===== src/ffba_pkg.sv =====
// Shared types and constants of the first-fit block allocator.
`default_nettype none
package ffba_pkg;

   localparam int CSR_ADDR_W = 4;
   localparam int CSR_DATA_W = 32;

   typedef enum logic [1:0] {
      REG_ARENA_BASE  = 2'd0,
      REG_ARENA_BYTES = 2'd1,
      REG_LARGE_THR   = 2'd2,
      REG_UNUSED      = 2'd3
   } reg_idx_type;

   localparam logic OP_ALLOC = 1'b0;
   localparam logic OP_FREE  = 1'b1;

   localparam logic [31:0] ARENA_BYTES_RST = 32'd16777216;
   localparam logic [31:0] LARGE_THR_RST   = 32'd8 * 32'd1024 * 32'd1024;

   // shared adder/comparator request and result
   typedef struct packed {
      logic        sub;
      logic [31:0] a;
      logic [31:0] b;
      logic [31:0] c;
      logic [31:0] d;
   } alu_req_type;

   typedef struct packed {
      logic [31:0] sum;
      logic        eq;
      logic        ge;
      logic        gt;
   } alu_rsp_type;

endpackage
`default_nettype wire


===== src/ffba_alu.sv =====
// Shared 32-bit three-input adder/subtractor with compare against a separate operand d.
`default_nettype none
module ffba_alu
   import ffba_pkg::*;
(
   input  wire alu_req_type req,
   output alu_rsp_type      rsp
);
   logic [33:0] add_w;

   always_comb begin
      add_w   = {2'b00, req.a} + {2'b00, req.b} + {2'b00, req.c};
      rsp.sum = req.sub ? (req.a - req.b) : add_w[31:0];
      rsp.eq  = (rsp.sum == req.d);
      rsp.ge  = (add_w >= {2'b00, req.d});
      rsp.gt  = (add_w >  {2'b00, req.d});
   end
endmodule
`default_nettype wire


===== config.mk =====
export PLATFORM = sky130hd
export DESIGN_NAME = ffba_alu
export DESIGN_NICKNAME = d
export VERILOG_FILES = /design/src/ffba_pkg.sv /design/src/ffba_alu.sv
export SDC_FILE = /design/constraint.sdc
export NUM_CORES = 1
export LEC_CHECK = 0
export BUFFER_PORTS_ARGS = -buffer_cell sky130_fd_sc_hd__clkbuf_2
export CAP_MARGIN = 25
export CELL_PAD_IN_SITES_DETAIL_PLACEMENT = 1
export CELL_PAD_IN_SITES_GLOBAL_PLACEMENT = 2
export CORE_ASPECT_RATIO = 1.5
export CORE_UTILIZATION = 28
export DETAILED_ROUTE_END_ITERATION = 16
export GPL_ROUTABILITY_DRIVEN = 0
export PLACE_DENSITY = 0.86
export SYNTH_ARGS = -nofsm -noshare
export SYNTH_HDL_FRONTEND = slang
export SYNTH_SLANG_ARGS = --single-unit

===== constraint.sdc =====
create_clock -name vclk -period 4
set_input_delay 0.2 -clock vclk [all_inputs]
set_output_delay 0.2 -clock vclk [all_outputs]
set_load 0.02 [all_outputs]

# Word-level counts from Yosys, hierarchy flattened
# Index checks and enable logic that the tools add are counted.
[classes]
muxes = 1
n_addsub = 3
magnitude_cmp = 2
eq_ne = 1
[ops]
columns = ["operator", "count"]
rows = [
  ["$add A33 B32 Y34", 1],
  ["$ge A34 B32 Y1", 1],
  ["$gt A34 B32 Y1", 1],
  ["$add A32 B32 Y33", 1],
  ["$eq A32 B32 Y1", 1],
  ["$mux W32", 1],
  ["$sub A32 B32 Y32", 1],
]
[totals]
output_inout_bits = 35
elab_cells = 7
register_bits = 0
input_bits = 129

# Longest topological paths before layout
[depth]
word_depth = 4
ltp_mapped = 21
mapped_depth_nobuf = 21

# Worst setup path before layout
# No wires, ideal clock.
[synth_path]
path_kind = "input-to-output"
startpoint = "input port req[33] (netlist bit)"
endpoint = "output port rsp[0] (netlist bit)"
path_slack_ns = -0.207
arrival_ns = 4.007
n_path_buf = 0
cell_stages = 19
required_ns = 3.800
path_cell_list = "fa_1 > ha_1 > inv_1 > fa_1 > nor2b_1 > o31a_1 > o21ai_0 > a31oi_1 > ha_1 > a21o_1 > a21o_1 > a21oi_1 > o21ai_0 > a221oi_1 > o21ai_0 > a221oi_1 > o311ai_0 > a21oi_1 > o21ai_0"
[synth_lines]
columns = ["item", "line", "source"]
rows = [
  ["start, declared", "ffba_alu.sv:6", "input wire alu_req_type req,"],
  ["end, declared", "ffba_alu.sv:7", "output alu_rsp_type rsp"],
]

==> results.json <==
{
  "clock_buffer_count": 0,
  "gr-total-overflow": 0,
  "finalSetupTns_ns": -1.13,
  "final_layout_size_suffix_gt1_share_pct": 36.4,
  "synth_adder_area_share_pct": 28.4,
  "seq_cells": 0,
  "antenna_found_initial": 0,
  "grt_max_degree": 24,
  "cap_violations": 0,
  "cp_cell_sequence": "buf_6, fa_2, ha_4, inv_2, fa_2, nor2b_4, o31ai_4, a21boi_2, o21ai_2, buf_4, o21ai_1, xor2_1, mux2_4, xnor2_1, or4_4, nor4_4, and4_1, buf_4",
  "synthSimpleGateAreaFrac_pct": 20.1,
  "violations": "negative setup slack",
  "crit_fanout": 4,
  "ir_drop_v": 0.000134,
  "fin_area_sq_mm": 0.00941,
  "track_usage_pct": 23.6,
  "initial_core_util_pct": 28.4,
  "yosysUniqueCellTypes": 76,
  "utilization_pct": 41.0,
  "ys_warn_count": 0,
  "critPathLaunchType": "input port",
  "synth.top_cells.by_area": "ha_1 18%, fa_1 10%, xnor2_1 10%, a21oi_1 6.7%, inv_1 5.3%",
  "finalWirelength_mm": 29.1,
  "hold_viol": 0,
  "hold_depth": 4,
  "die_x_um": 127,
  "finalNetCount": 1506,
  "antenna_left": 0,
  "cts_hold_buf": 0,
  "syn-cell-area_sq_mm": 0.00653,
  "rows": 68,
  "drtIter0Drc": 383,
  "worstSetupPathDepth": 18,
  "maxSlewHeadroom_pct": 62.0,
  "place_ws_ns": -0.726,
  "worstSetupPathType": "in -> out",
  "io-pin-count": 164,
  "dieArea_sq_mm": 0.0240,
  "mappedNetlistNets": 1166,
  "wl_per_cell_um": 19.1,
  "critPathSlowestCell": "fa_2",
  "dpl-instance-area_sq_mm": 0.00910,
  "vias": 8182,
  "coreArea_sq_mm": 0.0230,
  "via_per_inst": 5.36,
  "synth_top_family_by_area": "adder cells",
  "fin_crit_ns": 4.39,
  "critical_path.max_stage_delay_ns": 0.59,
  "cp_data_arrival_time_ns": 4.19,
  "setup_violations": 3,
  "io_buffers": 164,
  "power.leakage_uw": 0.00463,
  "min_period_over_period_pct": 110,
  "multiInputGateArea_sq_mm": 0.00627,
  "crit_buf_inv": 4,
  "drc": 0,
  "fillCellCount": 2951,
  "ys_seq_area_share_pct": 0,
  "min_path_type": "in -> out",
  "synth_top_cell_by_area": "ha_1",
  "register_area_sq_um": 0,
  "total_power_uw": 3380,
  "maxSlewViolCount": 0,
  "required_ns": 3.80,
  "hpwlAfterDp_mm": 26.0,
  "end_kind": "output pin",
  "avgSynthCellArea_sq_um": 7.19,
  "syn_inst": 909,
  "synth_xor_xnor_area_share_pct": 14.3,
  "finalWorstSetupSlack_ns": -0.392,
  "status": "finished with violations",
  "synthMuxAreaShare_pct": 2.70,
  "die_height_um": 189,
  "first_pass_iters": 5,
  "tightestPinTransition_ns": 0.563,
  "cp_top_family": "simple AND/OR/NAND/NOR gates",
  "grt_first_pass_wirelength_mm": 44.5,
  "power.density_mw_per_mm2": 359,
  "synth_top_area_share_pct": 18.0,
  "area_growth_pct": 44.0,
  "first_global_vias": 8688,
  "fmax_mhz": 228,
  "rsz0062_at_grt": "true",
  "synth-compound-area-share_pct": 26.6,
  "diodes": 0
}
[per-layer routing]
metal | GRT usage, % | vias up | share of wire, %
met5 | 0 | - | 0
met4 | 10.2 | 0 | 4.9
met3 | 1.27 | 81 | 2.7
met2 | 48.9 | 218 | 56
met1 | 23.8 | 3962 | 37
li1 | - | 3921 | -
[tightest hold or removal path, delay by kind of cell]
kind	cells	cell delay [ns]
XOR/XNOR	1	0.06
buffers and inverters	2	0.25
AND/OR/NAND/NOR	1	0.18
[logic make-up (layout without fill, tap and decap cells)]
family	after synthesis	count (layout)
adder cells (fa/ha/maj)	128	128
multiplexers	16	16
XOR/XNOR	103	103
AO/OA/AOI/OAI	267	267
buffers and inverters	131	469
AND/OR/NAND/NOR	264	264
[timing repair]
action | in CTS | in global routing
pin swaps | 20 | 22
endpoints found under the setup margin | 4 | 4
gates resized for setup | 27 | 38
setup buffers | 4 | 4
[power by group]
group,internal [uW],switching [uW],total (uW)
Combinational,1560,1820,3380
Sequential,0,0,0
Clock,0,0,0
[metrics by stage]
step | hold WS [ns] | instances
3_3_place_gp | 0.886 | 1520
5_1_grt | 0.917 | 1527
4_1_cts | 0.897 | 1524
2_1_floorplan | 0.667 | 909
3_5_place_dp | 0.896 | 1520
6_report | 0.889 | 1527
[cell type report]
cell class | instances | share of cell area, %
Timing Repair Buffer | 376 | 26.0
Tap cell | 280 | 3.72
Multi-Input combinational cell | 778 | 66.6
Inverter | 93 | 3.71
[final timing paths]
check,start,end
worst max-delay path,req[33],rsp[2]
worst min-delay path,req[30],rsp[2]
[cells in the mapped netlist (3+ instances only)]
cell	n
o21ai_1	6
fa_1	34
nand2_1	76
nand3b_1	4
o21ai_2	3
o211ai_1	5
o21ai_0	51
nor2_1	62
nand4_1	33
clkbuf_1	20
and4_1	3
xnor2_1	75
inv_1	93
ha_1	94
nor3_1	18
nor3b_1	4
buf_2	16
o21a_1	14
o31a_1	6
mux2i_1	3
nor4_1	8
xor2_1	25
nand2b_1	7
nand3_1	16
or3_1	3
mux2_2	13
a21o_1	19
o31ai_1	8
and3_1	8
a31oi_1	8
and2_1	3
a221oi_1	3
a211oi_1	7
o21bai_1	8
a21boi_0	5
nor2b_1	7
a21oi_1	87
[cells in the final DEF, fill, tap and decap left out, drive strengths merged, types with 3 or more instances in the layout]
cell type    n
nor2b        7
nand3b       4
o21bai      10
mux2        13
a21boi       7
nand2       77
o31ai        8
nand3       16
nor2        62
nor4         8
a21oi       87
clkbuf     160
a31oi        8
and4         3
fa          34
nor3        18
or3          3
nor3b        5
buf        216
a2111oi      3
or2          3
nand4       34
o211ai       5
and2         3
nand2b       7
o21a        14
xnor2       75
a221oi       4
a211oi       9
inv         93
o311ai       3
ha          94
and3         8
o21ai       60
mux2i        3
xor2        26
o31a         6
a21o        19
Note: power is estimated with default switching activity, not from simulation.
